**src/bbe_pkg.sv**
```systemverilog
// shared types and constants of the edge-aware 3x3 box blur
package bbe_pkg;

  localparam int MAX_WIDTH  = 1024;
  localparam int MAX_HEIGHT = 4096;

  localparam int COL_W  = $clog2(MAX_WIDTH);
  localparam int OROW_W = $clog2(MAX_HEIGHT);
  localparam int IROW_W = OROW_W + 2;
  localparam int FW_W   = 11;
  localparam int FH_W   = 13;
  localparam int CFG_W  = 13;
  localparam int CH_W   = 8;
  localparam int PIX_W  = 3 * CH_W;
  localparam int Y_W    = 12;
  localparam int RCP_W  = 16;

  localparam logic [FW_W-1:0] FW_RESET = FW_W'(640);
  localparam logic [FH_W-1:0] FH_RESET = FH_W'(480);

  localparam logic CFG_FRAME_WIDTH  = 1'b0;
  localparam logic CFG_FRAME_HEIGHT = 1'b1;

  localparam logic [RCP_W-1:0] RECIP3 = RCP_W'(43691);
  localparam logic [RCP_W-1:0] RECIP9 = RCP_W'(58255);
  localparam int SHIFT3 = 17;
  localparam int SHIFT9 = 19;

  typedef logic [PIX_W-1:0] pixel_t;

  typedef enum logic [1:0] {
    DIV_BY_1,
    DIV_BY_3,
    DIV_BY_9
  } div_sel_t;

  typedef enum logic [1:0] {
    S_IDLE,
    S_SHIFT,
    S_SUM,
    S_DIV
  } bbe_state_t;

  typedef struct packed {
    logic shift;
    logic sum_en;
    logic top_en;
    logic bot_en;
    logic left_en;
    logic right_en;
  } win_ctrl_t;

endpackage

```
**src/bbe_scale.sv**
```systemverilog
// divides the pre-shifted sums by one, three or nine with a reciprocal multiply
module bbe_scale (
  input  logic [2:0][bbe_pkg::Y_W-1:0]  y,
  input  bbe_pkg::div_sel_t             div_sel,
  output logic [2:0][bbe_pkg::CH_W-1:0] q
);
  import bbe_pkg::*;

  logic [RCP_W-1:0]          recip;
  logic [2:0][Y_W+RCP_W-1:0] prod;

  always_comb begin
    case (div_sel)
      DIV_BY_9: recip = RECIP9;
      default:  recip = RECIP3;
    endcase
    for (int ch = 0; ch < 3; ch++) begin
      prod[ch] = {{RCP_W{1'b0}}, y[ch]} * {{Y_W{1'b0}}, recip};
      case (div_sel)
        DIV_BY_3: q[ch] = prod[ch][SHIFT3 +: CH_W];
        DIV_BY_9: q[ch] = prod[ch][SHIFT9 +: CH_W];
        default:  q[ch] = y[ch][CH_W-1:0];
      endcase
    end
  end

endmodule

```
**config.mk**
```make
export PLATFORM = sky130hd
export DESIGN_NAME = bbe_scale
export DESIGN_NICKNAME = d
export VERILOG_FILES = /design/src/bbe_pkg.sv /design/src/bbe_scale.sv
export SDC_FILE = /design/constraint.sdc
export NUM_CORES = 1
export LEC_CHECK = 0
export BUFFER_PORTS_ARGS = -buffer_cell sky130_fd_sc_hd__clkbuf_2
export CELL_PAD_IN_SITES_DETAIL_PLACEMENT = 1
export CELL_PAD_IN_SITES_GLOBAL_PLACEMENT = 1
export CORE_MARGIN = 1.5
export CORE_UTILIZATION = 45
export DETAILED_ROUTE_END_ITERATION = 10
export PLACE_DENSITY_LB_ADDON = 0.2
export SYNTH_ARGS = -nofsm -noshare
export SYNTH_HDL_FRONTEND = slang
export SYNTH_SLANG_ARGS = --single-unit
```
**constraint.sdc**
```tcl
create_clock -name vclk -period 15.59
set_input_delay 3.118 -clock vclk [all_inputs]
set_output_delay 3.118 -clock vclk [all_outputs]
set_load 0.05 [all_outputs]
```
# Word level (Yosys, flattened, before mapping)
# Index checks and enable logic that the tools add are counted.
# Widths: inputs -> output; s select.
[op_classes] mul=3 eq_ne=2 mux=4
[ops] op="$mul 12x16->27" count=3
[ops] op="$pmux 8 s2" count=3
[ops] op="$mux 15" count=1
[ops] op="$eq 2x1->1 const B" count=1
[ops] op="$eq 2x2->1 const B" count=1
[word_totals] ff_bits=0 inputBits=38 output_inout_bits=24 wordCells=9

# Depth between registers and ports, before layout
[logic_depth] depth_word=4 ltp_mapped=25 mapped_depth_nobuf=22

# Least setup slack after synthesis
# Ideal clock, no wire load.
[synth_timing] path_type="input to output" from="in div_sel[0]" to="out q[6] (netlist name)" t_arrival_ns=9.526 required_ns=12.472 slack_ns=2.946 cell_stages=23 path_buffers=3 cell_sequence="inv_1 -> ha_1 -> clkbuf_1 -> clkbuf_1 -> clkbuf_1 -> nand2_1 -> fa_1 -> inv_1 -> fa_1 -> inv_1 -> fa_1 -> inv_1 -> fa_1 -> fa_1 -> ha_1 -> nand4_1 -> o21bai_1 -> a211oi_1 -> a21boi_0 -> nor3_1 -> a21boi_0 -> xnor2_1 -> o21ai_0"
[synth_lines] element="start: declaration" line="bbe_scale.sv:4" text="input bbe_pkg::div_sel_t div_sel,"
[synth_lines] element="end: declaration" line="bbe_scale.sv:5" text="output logic [2:0][bbe_pkg::CH_W-1:0] q"

==> metrics.md <==
| Metric | Value |
|---|---|
| Worst setup margin | 2.537 ns |
| Syn_nets | 1661 |
| GRT overflow | 0 |
| Most common cell in the synthesized netlist | inv_1 |
| Area grow syn2layout | 6.124% |
| Setup crit end kind | primary output |
| Seq pwr share | 0% |
| Post-synth cell types | 54 |
| Layout clock buffer count | 0 |
| Die Ht | 159.0 um |
| Worst Path Max Fanout | 45 |
| Final Cell Area | 0.01162 mm^2 |
| PwrDens | 173.0 mW/mm^2 |
| CP peak stage delay | 0.73 ns |
| Power, Total | 2010 uW |
| Crit start category | input pin |
| Critical Path Most Common Cell | fa_1 |
| Combinational share of power | 100.0% |
| Int Pwr | 821.1 uW |
| DP Area | 0.01162 mm^2 |
| Synth Area in Adders | 67.28% |
| Fill count | 2875 |
| Setup tns final | 0 ns |
| WP data required | 12.47 ns |
| Crit path max-delay cell type | ha_2 |
| Rows | 56 |
| Clock group share of total power | 0% |
| # setup viols final | 0 |
| Post-synthesis simple-gate area fraction | 8.455% |
| Total core area | 0.02368 mm^2 |
| Largest net degree at the start of global routing | 46 |
| IO Port Bufs | 62 |
| FF/Latch Area | 0 um^2 |
| WL/cell | 18.62 um |
| Drc violations | 0 |
| Detailed Route WL | 28650 um |
| Die W | 159.0 um |
| NetSw | 1189 uW |
| Hold crit path type | in2out |
| Ratio of cells with drive above 1 in the final layout | 5.984% |
| Setup Buffers After CTS | 0 |
| Mux share of post-synthesis cell area | 0.1942% |
| Yosys top cell by area | fa_1 |
| Via-to-Cell Ratio | 5.083 |
| Starting density of the core | 46.24% |
| Slew margin rel. | 43.27% |
| Footprint of the multi-input gates | 0.009545 mm^2 |
| Hold_ws | 6.786 ns |
| Final Hold Violating Endpoints | 0 |
| Synth Instances | 1171 |
| Post-CTS resize count | 0 |
| Final sequential cell count | 0 |
| Largest family of logic cells by synthesized area | adder cells |
| Synth Area in XOR/XNOR | 2.879% |
| Antenna Nets Post-Route | 0 |
| RSZ-0062 raised after global routing | no |
| I/O Pins | 62 |
| First-pass GRT wire length | 47890 um |
| Gpl congestion | 0.8960 |
| Compound-Gate Fraction of Synth Area | 8.341% |
| Top cells by area, synth | fa_1, ha_1, inv_1 |
| Final period utilization | 83.73% |
| WP data arrival | 9.93 ns |
| Final #Nets | 1712 |
| Initial antenna violation count | 0 |
| Vias in the first global route | 9165 |
| CP cell instances | clkbuf_2 -> inv_1 -> ha_2 -> buf_4 -> nand2_1 -> fa_1 -> inv_1 -> fa_1 -> inv_1 -> fa_1 -> inv_1 -> fa_1 -> fa_1 -> ha_1 -> a211oi_1 -> o21ai_0 -> o2111a_1 -> o31a_1 -> a21o_1 -> o21ai_0 -> mux2_2 -> or4_1 -> clkbuf_2 |
| Synth cell count leaders | inv_1, fa_1, ha_1 |
| Synthesized cell area | 0.01095 mm^2 |
| Achievable Freq | 76.61 MHz |
| Post-placement worst setup slack | 2.527 ns |
| Syn Area/Cell | 9.351 um^2 |
| Max cap viols | 0 |
| Sw frac | 59.15% |
| Synth warnings | 0 |
| P_leak | 0.006451 uW |
| Starting DRT DRC Count | 328 |
| CTS hold repair buffers | 0 |
| Crit path time final | 13.05 ns |
| Sequential share of the synthesized area | 0% |
| Status | finished, final reports clean |
| Vias | 7823 |
| Final-report max-slew violation count | 0 |
| Die area | 0.02528 mm^2 |
| TritonRoute pass-1 iters | 4 |
| Post-synth top area share | 41.68% |
| GR Util All Layers | 24.00% |
| HPWL after DPL | 26260 um |
| Worst VDD drop | 0.09706 mV |
| Tightest Pin Transition | 0.8510 ns |
| Setup CP Type | in2out |
| Number of antenna diodes | 0 |
[placed cells by master, fill, tap and decap left out, types with 3 or more instances in the layout]
cell type	netlist	layout
a211oi_1	8	8
a21boi_0	3	3
a21o_1	9	9
a21oi_1	22	22
a221oi_1	3	3
a22oi_1	11	11
a32oi_1	4	4
and2_1	36	36
and3_1	3	3
clkbuf_2	0	62
fa_1	228	228
ha_1	224	223
inv_1	360	360
nand2_1	32	32
nand2b_1	10	10
nand3_1	6	6
nand4_1	5	5
nor2_1	35	35
nor2b_1	20	20
nor3_1	10	10
o21a_1	6	6
o21ai_0	31	31
o21bai_1	3	3
o31a_1	4	4
o31ai_1	4	4
or2_2	3	3
or3_1	6	6
xnor2_1	23	23
xor2_1	13	13
[power by group through the flow]
| stage | Combinational (uW) | Sequential (uW) | Clock, uW |
|---|---|---|---|
| 6_report | 2010 | 0 | 0 |
| 5_1_grt | 2290 | 0 | 0 |
| 4_1_cts | 2030 | 0 | 0 |
| 3_5_place_dp | 2010 | 0 | 0 |
| 3_3_place_gp | 1950 | 0 | 0 |
| 2_1_floorplan | 1490 | 0 | 0 |
[through the flow]
step | util [%] | cells
2_1_floorplan | - | 1171
3_3_place_gp | 49.07 | 1539
5_1_grt | 49.07 | 1539
6_report | 49.07 | 1539
3_5_place_dp | 49.07 | 1539
4_1_cts | 49.07 | 1539
[layer usage]
metal | track usage, % | up-vias | wire, um
met4 | 2.916 | 0 | 384
li1 | - | 3733 | -
met1 | 33.28 | 3961 | 13020
met2 | 43.02 | 111 | 14320
met3 | 0.8596 | 18 | 927
met5 | 0 | - | 0
[critical path, delay by kind of cell]
kind	cells	cell delay [ns]
buffers and inverters	7	1.03
and+or+nand+nor	2	0.63
muxes	1	0.37
adders and majority gates	7	3.36
AOI/OAI and AO/OA	6	1.42
[area by class of cell]
type,count,share of cell area [%]
multi-input combinational,796,82.14
inverter,360,11.63
tap,319,3.435
timing repair buffer,64,2.799
[worst paths after layout]
check | startpoint | endpoint | cells after the start
hold / removal | y[12] | q[8] | 4
setup / recovery | div_sel[0] | q[23] | 23
[cells by family (layout without fill, tap and decap cells)]
logic type	Yosys count	after routing
XOR/XNOR	36	36
buffers and inverters	375	424
adder cells (fa/ha/maj)	452	452
multiplexers	2	2
AND/OR/NAND/NOR	175	175
AO/OA/AOI/OAI	131	131
(Power assumes the default switching activity.)
