[src/bbe_pkg.sv]
// shared types and constants of the edge-aware 3x3 box blur
package bbe_pkg;

  localparam int MAX_WIDTH  = 1024;
  localparam int MAX_HEIGHT = 4096;

  localparam int COL_W  = $clog2(MAX_WIDTH);
  localparam int OROW_W = $clog2(MAX_HEIGHT);
  localparam int IROW_W = OROW_W + 2;
  localparam int FW_W   = 11;
  localparam int FH_W   = 13;
  localparam int CFG_W  = 13;
  localparam int CH_W   = 8;
  localparam int PIX_W  = 3 * CH_W;
  localparam int Y_W    = 12;
  localparam int RCP_W  = 16;

  localparam logic [FW_W-1:0] FW_RESET = FW_W'(640);
  localparam logic [FH_W-1:0] FH_RESET = FH_W'(480);

  localparam logic CFG_FRAME_WIDTH  = 1'b0;
  localparam logic CFG_FRAME_HEIGHT = 1'b1;

  localparam logic [RCP_W-1:0] RECIP3 = RCP_W'(43691);
  localparam logic [RCP_W-1:0] RECIP9 = RCP_W'(58255);
  localparam int SHIFT3 = 17;
  localparam int SHIFT9 = 19;

  typedef logic [PIX_W-1:0] pixel_t;

  typedef enum logic [1:0] {
    DIV_BY_1,
    DIV_BY_3,
    DIV_BY_9
  } div_sel_t;

  typedef enum logic [1:0] {
    S_IDLE,
    S_SHIFT,
    S_SUM,
    S_DIV
  } bbe_state_t;

  typedef struct packed {
    logic shift;
    logic sum_en;
    logic top_en;
    logic bot_en;
    logic left_en;
    logic right_en;
  } win_ctrl_t;

endpackage

[src/bbe_window.sv]
// 3x3 window registers, masked channel sums and pre-shift of the rounded mean
module bbe_window (
  input  logic                             clk,
  input  logic                             rst,
  input  bbe_pkg::win_ctrl_t               ctrl,
  input  bbe_pkg::pixel_t                  top,
  input  bbe_pkg::pixel_t                  mid,
  input  bbe_pkg::pixel_t                  newest,
  output logic [2:0][bbe_pkg::Y_W-1:0]     y,
  output bbe_pkg::div_sel_t                div_sel
);
  import bbe_pkg::*;

  pixel_t              win [3][3];
  logic [2:0]          row_en;
  logic [2:0]          col_en;
  logic [1:0]          rc;
  logic [1:0]          cc;
  logic [3:0]          count;
  logic [1:0]          sh;
  logic [2:0][Y_W-1:0] acc;
  logic [2:0][Y_W:0]   n;
  logic [2:0][Y_W-1:0] y_next;
  div_sel_t            div_sel_next;

  always_ff @(posedge clk) begin
    if (rst) begin
      for (int r = 0; r < 3; r++) begin
        for (int c = 0; c < 3; c++) begin
          win[r][c] <= '0;
        end
      end
    end else if (ctrl.shift) begin
      for (int r = 0; r < 3; r++) begin
        win[r][0] <= win[r][1];
        win[r][1] <= win[r][2];
      end
      win[0][2] <= top;
      win[1][2] <= mid;
      win[2][2] <= newest;
    end
  end

  always_comb begin
    row_en = {ctrl.bot_en, 1'b1, ctrl.top_en};
    col_en = {ctrl.right_en, 1'b1, ctrl.left_en};
    rc = {1'b0, ctrl.top_en} + {1'b0, ctrl.bot_en} + 2'd1;
    cc = {1'b0, ctrl.left_en} + {1'b0, ctrl.right_en} + 2'd1;
    count = {2'b00, rc} * {2'b00, cc};
    sh = 2'd1 + {1'b0, rc == 2'd2} + {1'b0, cc == 2'd2};
    for (int ch = 0; ch < 3; ch++) begin
      acc[ch] = '0;
      for (int r = 0; r < 3; r++) begin
        for (int c = 0; c < 3; c++) begin
          if (row_en[r] && col_en[c]) begin
            acc[ch] = acc[ch] + Y_W'(win[r][c][ch*CH_W +: CH_W]);
          end
        end
      end
      n[ch] = {acc[ch], 1'b0} + (Y_W+1)'(count);
      y_next[ch] = Y_W'(n[ch] >> sh);
    end
    case ({1'b0, rc == 2'd3} + {1'b0, cc == 2'd3})
      2'd1:    div_sel_next = DIV_BY_3;
      2'd2:    div_sel_next = DIV_BY_9;
      default: div_sel_next = DIV_BY_1;
    endcase
  end

  always_ff @(posedge clk) begin
    if (ctrl.sum_en) begin
      y       <= y_next;
      div_sel <= div_sel_next;
    end
  end

endmodule

[config.mk]
export PLATFORM = sky130hd
export DESIGN_NAME = bbe_window
export DESIGN_NICKNAME = d
export VERILOG_FILES = /design/src/bbe_pkg.sv /design/src/bbe_window.sv
export SDC_FILE = /design/constraint.sdc
export NUM_CORES = 1
export LEC_CHECK = 0
export ABC_AREA = 1
export BUFFER_PORTS_ARGS = -buffer_cell sky130_fd_sc_hd__buf_2
export CORE_MARGIN = 8
export CORE_UTILIZATION = 63
export DETAILED_ROUTE_END_ITERATION = 8
export HOLD_SLACK_MARGIN = 0.05
export PLACE_DENSITY = 0.81
export SYNTH_ARGS = -nofsm -noshare
export SYNTH_HDL_FRONTEND = slang
export SYNTH_SLANG_ARGS = --single-unit
export TNS_END_PERCENT = 20
[constraint.sdc]
create_clock -name clk -period 12.1 [get_ports clk]
set_input_delay 1.21 -clock clk [delete_from_list [all_inputs] [get_ports clk]]
set_output_delay 1.21 -clock clk [all_outputs]
set_load 0.03 [all_outputs]
# After elaboration in Yosys (flattened, before gate mapping)

Memories as Yosys holds them, arrays and structs flattened.
Index checks and enable logic that the tools add are counted.

Bitwise logic cells: 9
Muxes and demuxes: 39
Reduce and logical (&&, ||, !) cells: 4
Equal/unequal tests: 6
Shift-type cells: 3
$add $sub $neg: 34
Multipliers: 1

Operators by type and width:

| kind                                                                  | count |
|---|---|
| 12-bit by 8-bit adder with 12-bit output                              | 24 |
| 12-bit 2-to-1 mux                                                     | 21 |
| 24-bit 2-to-1 mux                                                     | 9 |
| 13-bit by 4-bit adder with 13-bit output                              | 3 |
| 13-bit by 2-bit right shift with 12-bit output                        | 3 |
| 8-bit 2-to-1 mux                                                      | 3 |
| 2-bit equality test, second input constant                            | 5 |
| 1-bit OR                                                              | 9 |
| 1-bit by 1-bit adder with 2-bit output                                | 3 |
| 1-bit 2-to-1 mux                                                      | 5 |
| 2-bit by 1-bit adder with 2-bit output, second input constant         | 2 |
| 1-bit logical AND                                                     | 4 |
| 2-bit by 2-bit multiplier with 4-bit output                           | 1 |
| 2-bit one-hot mux with 2 select lines                                 | 1 |
| 1-bit by 1-bit adder with 2-bit output, first input constant          | 1 |
| 2-bit by 1-bit adder with 2-bit output                                | 1 |
| 2-bit by 1-bit equality test with 1-bit output, second input constant | 1 |

Bits in writable memories: 216
Bits in registers: 38
Word-level logic and storage cells: 101
Input bits: 80
Output and inout bits: 38
Memories kept: 1

Memory list:

| name | words | bits a word | rd ports | clocked after memory_dff | wr ports | line             | RTL |
|---|---|---|---|---|---|---|---|
| win  | 3     | 72          | 3        | 0                        | 3        | bbe_window.sv:14 | `pixel_t win [3][3];` |

# Logic depth before layout (Yosys ltp)

Gate-level depths: netlist of run 1.

Depth in word-level cells: 19
Depth in mapped cells: 62
Gate-level depth less buffers: 61

# Least setup slack after synthesis of run 1

OpenSTA, ideal clock, no wires.

Kind: input to register
Start point: input ctrl[1] (netlist bit)
End point: register y[21] (netlist bit) (data pin)
Stages: 42
Data arrival time: 9.847 ns
Setup slack: 2.001 ns
Required time: 11.848 ns
Cells stage by stage: buf_4 > nand2_4 > clkbuf_1 > nor2_1 > ha_1 > inv_1 > fa_1 > nor2_1 > fa_1 > o21ai_0 > fa_1 > o21ai_0 > inv_1 > fa_1 > fa_1 > or2_2 > o21ai_0 > inv_1 > [6 not listed] > o21ai_0 > fa_1 > or2_2 > o21ai_0 > inv_1 > fa_1 > nor2_1 > o21ai_0 > nor2_1 > nand3_1 > nor2_1 > nand2_1 > nor2_1 > xor2_1 > nand2b_1 > nand2_1 > nand2_1 > nand2_1

RTL lines:

| element                | line             | RTL |
|---|---|---|
| start: declaration     | bbe_window.sv:5  | `input bbe_pkg::win_ctrl_t ctrl,` |
| end signal: assignment | bbe_window.sv:72 | `y <= y_next;` |
| end: declaration       | bbe_window.sv:9  | `output logic [2:0][bbe_pkg::Y_W-1:0] y,` |

==> run metrics, run 1 <==
clk root buf=clkbuf_16; gr ovfl total=0; port bufs=117; asr flop ratio synth=0%; area grow syn2layout=8.71%; vias per std cell=5.52; initial core utilization=63.6%; num rows=68; Hold Path Stages=2; largest net degree at the start of global routing=156; Syn. warnings=0; RSZ-0062 raised after global routing=false; worst slew pin tran=1160 ps; global-route wire length before repair=90300 um; placed wire-length estimate=42200 um; Cell variety after synth=50; Final nets=3331; MaxCap Viol Count=0; CTS tree=done; # setup viols final=0; die height=202 um; outcome=complete, no violations; leakage power of the design=11.9 nW; Worst-Skew Late Latency=590 ps; final WL=55200 um; slowest stage delay, CP=600 ps; Tcrit/Tclk final=88.8%; Max Fanout on Critical Path=19; syn_nets=3239; GRT Util Overall=26.7%; CTS HTree Levels=1; initial antenna violation count=0; commonest non-fill, non-tap cell in the layout=nand2_1; Tmin final=10740 ps; Hold Crit Class=flop to flop; CTS clk-pin slew, worst paths=60 ps; Worst R2R Path Depth=41; Post-synth EDFFs=254; syn avg cell area=7.51 um2; setup TNS=0 ps; Mapped Area=21900 um2; cts hold-fix bufs=0; Boundary Pins=118; die area=40900 um2; routed via count=19200; Peak VDD IR=0.000139 V; Total Power=3.40 mW; Die Wd=202 um; core box area=34400 um2; Num CTS Buffers=29; drt first pass iters=6; required time of the critical path=12400 ps; Syn Inst Count=2913; prevailing post-synth register cell=edfxtp_1; CP dominant cell by count=o21ai_0; Final Hold Vio Count=0; CP Data Arrival Time=11040 ps; Slew Limit Fails=0; # diodes=0; clock sink count=254; commonest non-fill, non-tap cells in the layout=nand2_1 (549), inv_1 (539), nor2_1 (391); CTS max path bufs=3; #FFs+latches synth=254; Setup CP Type=input port to flop; share of layout cells above drive strength 1=9.23%; Clock Skew=25.0 ps; sequential area share after synthesis=34.9%; PostCTS Resize Cnt=0; P per Cell Area=143 nW/um2; Startpoint Class=input port; routability cong.=0.921; Worst setup EP type=flop; drt first-iter violations=1373; post-route ant nets=0; Rel. slew slack=22.5%; Post-CTS Setup Bufs=0; slowest CP cell=fa_1; Peak Freq=93.1 MHz; # DRC=0; vias in the first global route=18900; WL/cell=15.9 um
logic make-up after synthesis:
kind of cell	count (synthesis)	share of synthesized area, %
xor+xnor	96	3.84
flops	254	34.9
buf+inv	624	10.8
simple gates	1224	23.8
compound gates	460	11.2
fa+ha+maj	246	15.0
mux	9	0.412
final cells by class:
| class | count | area [um2] |
|---|---|---|
| multi-input cells | 2035 | 11900 |
| fillers | 2896 | 10600 |
| flip-flops and latches | 254 | 7630 |
| inverters | 548 | 2060 |
| repair buffers | 137 | 748 |
| clock buffers | 32 | 737 |
| well taps | 455 | 569 |
| clock inverters | 18 | 146 |
metrics by stage:
step           util, %  cell area [um2]  hold slack [ps]  setup WS, ps  cells
5_1_grt           69.2            23800              605           648   3479
3_3_place_gp      66.6            22900              556          1170   3429
6_report          69.2            23800              578          1360   3479
2_1_floorplan        -            21900              549          2000   2913
3_5_place_dp      66.6            22900              573           901   3429
4_1_cts           69.2            23800              583          1480   3479
registers in the layout (all words and copies together), names as in the netlist:
name and flops:
win 216, y 36, div_sel 2
cell usage after synthesis (2+ instances only):
cell type	instances	area, um2
o22ai_1	8	50.1
nand3b_1	3	22.5
o211ai_1	5	37.5
nand3_2	17	170
a21oi_1	157	786
o31ai_1	4	30.0
buf_1	8	30.0
or2_2	22	138
xor2_1	61	534
a21o_1	11	82.6
and2_1	5	31.3
inv_1	539	2020
a21boi_0	5	37.5
fa_1	27	541
or2_0	2	12.5
nand2_2	40	250
o21ai_0	196	981
nor2_2	7	43.8
nor3b_1	4	30.0
o21bai_1	11	82.6
nand3_1	147	736
nor2_1	391	1470
clkinv_1	3	11.3
mux2i_1	9	90.1
nand2_1	550	2060
inv_2	6	22.5
or2_1	5	31.3
a31oi_1	20	125
ha_1	219	2740
o21ai_1	32	160
nand3b_2	3	33.8
edfxtp_1	254	7630
buf_2	7	35.0
nand4_1	18	113
a211oi_1	4	30.0
a22oi_1	3	22.5
nor3_1	5	25.0
xnor2_1	35	307
clkbuf_1	59	221
layer usage:
metal / GRT usage [%] / vias to the layer above / wire length (um)
met5: 0 / - / 0
met4: 10.3 / 0 / 2050
met3: 4.18 / 129 / 4000
met2: 45.5 / 616 / 26000
met1: 33.6 / 8880 / 23200
li1: - / 9570 / -
worst max-delay path, delay by kind of cell:
kind,cells,cell delay (ps)
AO/OA/AOI/OAI,10,2360
XOR/XNOR,2,290
adder cells (fa/ha/maj),9,3910
buffers and inverters,6,660
AND/OR/NAND/NOR,15,2620
worst paths after layout:
check | startpoint | end | slack (ps)
worst max-delay path | ctrl[3] | y[20] | 1360
worst min-delay path | win[0][47] | win[0][71] | 580
worst max register to register | win[0][56] | y[20] | 2000
worst min register to register | win[0][47] | win[0][71] | 580
where the power goes:
group | leakage (nW) | total, mW | internal (mW) | switching, mW
Clock | 0.423 | 0.845 | 0.477 | 0.368
Sequential | 2.76 | 1.12 | 1.08 | 0.0483
Combinational | 8.68 | 1.43 | 0.496 | 0.933
Total | 11.9 | 3.40 | 2.05 | 1.35
Power figures use the tool's default switching activity.
==> run 2, diff against run 1 <==
Settings changed: CORE_UTILIZATION 63 to 30, PLACE_DENSITY 0.81 to 0.44.
==> run metrics, run 2 (synthesis gave the netlist of run 1 again) <==
outcome=complete, no violations; CTS clk-pin slew, worst paths=60 ps; Peak Freq=95.4 MHz; largest net degree at the start of global routing=136; clock sink count=254; port bufs=117; PostCTS Resize Cnt=0; max reg flops=216; CTS tree=done; P per Cell Area=146 nW/um2; CTS HTree Levels=2; final setup margin=1610 ps; Clock Skew=30.4 ps; Final Hold Vio Count=0; CP top delay family=adder cells; Top Registers=win (216), y (36), div_sel (2); setup slack after placement=904 ps; final WL=60600 um; Slew Limit Fails=0; Critical path buffers and inverters=7; routability cong.=0.824; Rel. slew slack=25.7%; placed wire-length estimate=46500 um; Worst-Skew Late Latency=570 ps; Tmin final=10490 ps; # setup viols final=0; area grow syn2layout=13.0%; fin area=24700 um2; MaxCap Viol Count=0; Layout Cells excl Fill=3996; die height=286 um; reg2reg setup slack=2200 ps; initial antenna violation count=0; leakage power of the design=12.0 nW; vias in the first global route=18700; CP dominant cell by count=fa_1; DP Cell Count=3932; initial core utilization=30.1%; worst slew pin tran=1110 ps; drt first-iter violations=874; slowest CP cell=fa_1; vias per std cell=4.63; Die Wd=286 um; share of layout cells above drive strength 1=9.55%; Num CTS Buffers=37; RSZ-0062 raised after global routing=false; CTS max path bufs=3; global-route wire length before repair=98200 um; Peak VDD IR=0.0000799 V; Setup CP Type=input port to flop; # DRC=0; DP Area=23500 um2; Boundary Pins=118; Hold Crit Class=flop to flop; cts hold-fix bufs=0; required time of the critical path=12390 ps; fillers=7784; num rows=99; Biggest register=win; WL/cell=15.2 um; Finished Core Util=34.1%; Final nets=3338; Startpoint Class=input port; clk root buf=clkbuf_16; die area=81800 um2; Max Fanout on Critical Path=10; slowest stage delay, CP=610 ps; Total Power=3.60 mW; Tcrit/Tclk final=86.7%; # diodes=0; routed via count=18500; post-route ant nets=0; commonest non-fill, non-tap cells in the layout=nand2_1 (549), inv_1 (539), nor2_1 (391); Worst setup EP type=flop; GRT Util Overall=14.7%; core box area=72600 um2; Post-CTS Setup Bufs=0; setup TNS=0 ps; gr ovfl total=0; CP Data Arrival Time=10780 ps; commonest non-fill, non-tap cell in the layout=nand2_1; Hold WS=557 ps; drt first pass iters=5
## run 2: routing by layer
| layer | track usage, % | vias up | wire length (um) |
|---|---|---|---|
| li1 | - | 9600 | - |
| met1 | 18.4 | 8585 | 27700 |
| met2 | 26.2 | 241 | 29400 |
| met3 | 2.10 | 84 | 1980 |
| met4 | 4.26 | 0 | 1500 |
| met5 | 0 | - | 0 |
## run 2: power breakdown
part / internal (mW) / leakage [nW] / total, mW / switching (mW)
Combinational: 0.491 / 8.68 / 1.38 / 0.887
Sequential: 1.08 / 2.76 / 1.12 / 0.0478
Clock: 0.651 / 0.566 / 1.09 / 0.444
## run 2: final timing paths
check,startpoint,end,depth (start not counted)
worst max-delay path,ctrl[3],y[21],41
worst max register to register,win[0][56],y[21],40
worst min register to register,win[0][102],win[0][126],2
worst min-delay path,win[0][102],win[0][126],2
## run 2: worst reg2reg max path, delay by kind of cell (launching register included)
| family | cells | cell delay [ps] |
|---|---|---|
| adders and majority gates | 10 | 4490 |
| and+or+nand+nor | 15 | 2310 |
| AOI/OAI and AO/OA | 7 | 1710 |
| buffers and inverters | 7 | 620 |
| DFF | 1 | 360 |
| xor gates and xnor gates | 1 | 170 |
## run 2: layout make-up
class | instances | area [um2] | area share [%]
inverter | 548 | 2060 | 8.32
tap | 959 | 1200 | 4.85
multi-input combinational | 2035 | 11900 | 48.1
timing repair buffer | 136 | 741 | 3.00
clock buffer | 43 | 948 | 3.84
clock inverter | 21 | 246 | 0.997
sequential | 254 | 7630 | 30.9
==> run 3, diff against run 2 <==
Settings changed: MAX_ROUTING_LAYER set to met4.
Clock period 12.1 ns to 12.4 ns, I/O delays scaled along.
==> run metrics, run 3 (synthesis gave the netlist of run 1 again) <==
slowest stage delay, CP=600 ps; CP startpoint=ctrl[3]; Max Fanout on Critical Path=8; commonest non-fill, non-tap cell in the layout=nand2_1; reg2reg start=win[0][56]; slowest CP cell=fa_1; Biggest register=win; CTS tree=done; max reg flops=216; Peak VDD IR=0.0000804 V; # setup viols final=0; Tmin final=10560 ps; required time of the critical path=12710 ps; num rows=99; port bufs=117; Die Wd=286 um; drt first pass iters=5; post-route ant nets=0; RSZ-0062 raised after global routing=false; Finished Core Util=34.2%; CP Data Arrival Time=10870 ps; MaxCap Viol Count=0; Worst-Skew Late Latency=560 ps; Layout Cells excl Fill=4002; outcome=complete, no violations; die area=81800 um2; crit path to=y[21]; initial antenna violation count=0; Num CTS Buffers=37; Worst setup EP type=flop; # DRC=0; core box area=72600 um2; DP Area=23500 um2; Tcrit/Tclk final=85.2%; Slew Limit Fails=0; Final Hold Vio Count=0; leakage power of the design=12.1 nW; Clock Skew=21.4 ps; Peak Freq=94.7 MHz; area grow syn2layout=13.6%; Final nets=3340; reg2reg setup slack=2510 ps; final setup margin=1840 ps; commonest non-fill, non-tap cells in the layout=nand2_1 (549), inv_1 (539), nor2_1 (391); worst slew pin tran=1000 ps; Total Power=3.61 mW; CP dominant cell by count=fa_1; global-route wire length before repair=99000 um; Boundary Pins=118; share of layout cells above drive strength 1=9.66%; WL/cell=15.2 um; P per Cell Area=145 nW/um2; Post-CTS Setup Bufs=0; Rel. slew slack=33.1%; Startpoint Class=input port; drt first-iter violations=943; PostCTS Resize Cnt=0; final WL=60800 um; vias per std cell=4.61; GRT Util Overall=15.3%; gr ovfl total=0; placed wire-length estimate=46800 um; clk root buf=clkbuf_16; DP Cell Count=3934; die height=286 um; setup TNS=0 ps; Hold Crit Class=flop to flop; Top Registers=win (216), y (36), div_sel (2); initial core utilization=30.1%; Hold WS=581 ps; routability cong.=0.865; fin area=24800 um2; routed via count=18500; CTS max path bufs=3; largest net degree at the start of global routing=82; vias in the first global route=18500; Worst R2R Path Depth=40; clock sink count=254; Setup CP Type=input port to flop; CTS HTree Levels=2; CTS clk-pin slew, worst paths=60 ps; cts hold-fix bufs=0; setup slack after placement=1080 ps; R2R Path End=y[21]; # diodes=0
run 3: worst min path at each step:
stage / start / to / slack, ps / cells past startpoint
6_report: win[0][100] / win[0][124] / 580 / 2
5_1_grt: win[0][116] / win[0][140] / 620 / 2
4_1_cts: win[0][102] / win[0][126] / 580 / 2
3_5_place_dp: win[0][102] / win[0][126] / 570 / 2
3_3_place_gp: win[0][36] / win[0][60] / 570 / 2
2_1_floorplan: win[0][160] / win[0][184] / 550 / 2
run 3: layout make-up:
cell class | instances | area [um2]
Fill cell | 7731 | 47700
Multi-Input combinational cell | 2035 | 11900
Sequential cell | 254 | 7630
Inverter | 548 | 2060
Tap cell | 959 | 1200
Clock buffer | 42 | 987
Timing Repair Buffer | 138 | 743
Clock inverter | 26 | 334
run 3: worst max-delay path, delay by kind of cell:
kind                       cells  cell delay, ps
xor gates and xnor gates       1             170
buffers and inverters          7             790
AOI/OAI and AO/OA              7            1680
and+or+nand+nor               16            2470
adders and majority gates     10            4500
run 3: where the power goes:
group	switching, mW	leakage [nW]	total, mW	internal (mW)
registers	0.0483	2.76	1.10	1.05
logic	0.871	8.68	1.35	0.481
clock network	0.424	0.639	1.16	0.738
run 3: metal layers:
layer / share of wire (%) / global-route usage, % / wire (um) / vias to the layer above
li1: - / - / - / 9602
met1: 47 / 18.9 / 28600 / 8552
met2: 47 / 25.8 / 28800 / 208
met3: 2.7 / 1.98 / 1620 / 95
met4: 3.0 / 4.68 / 1830 / 0
met5: 0 / - / 0 / -
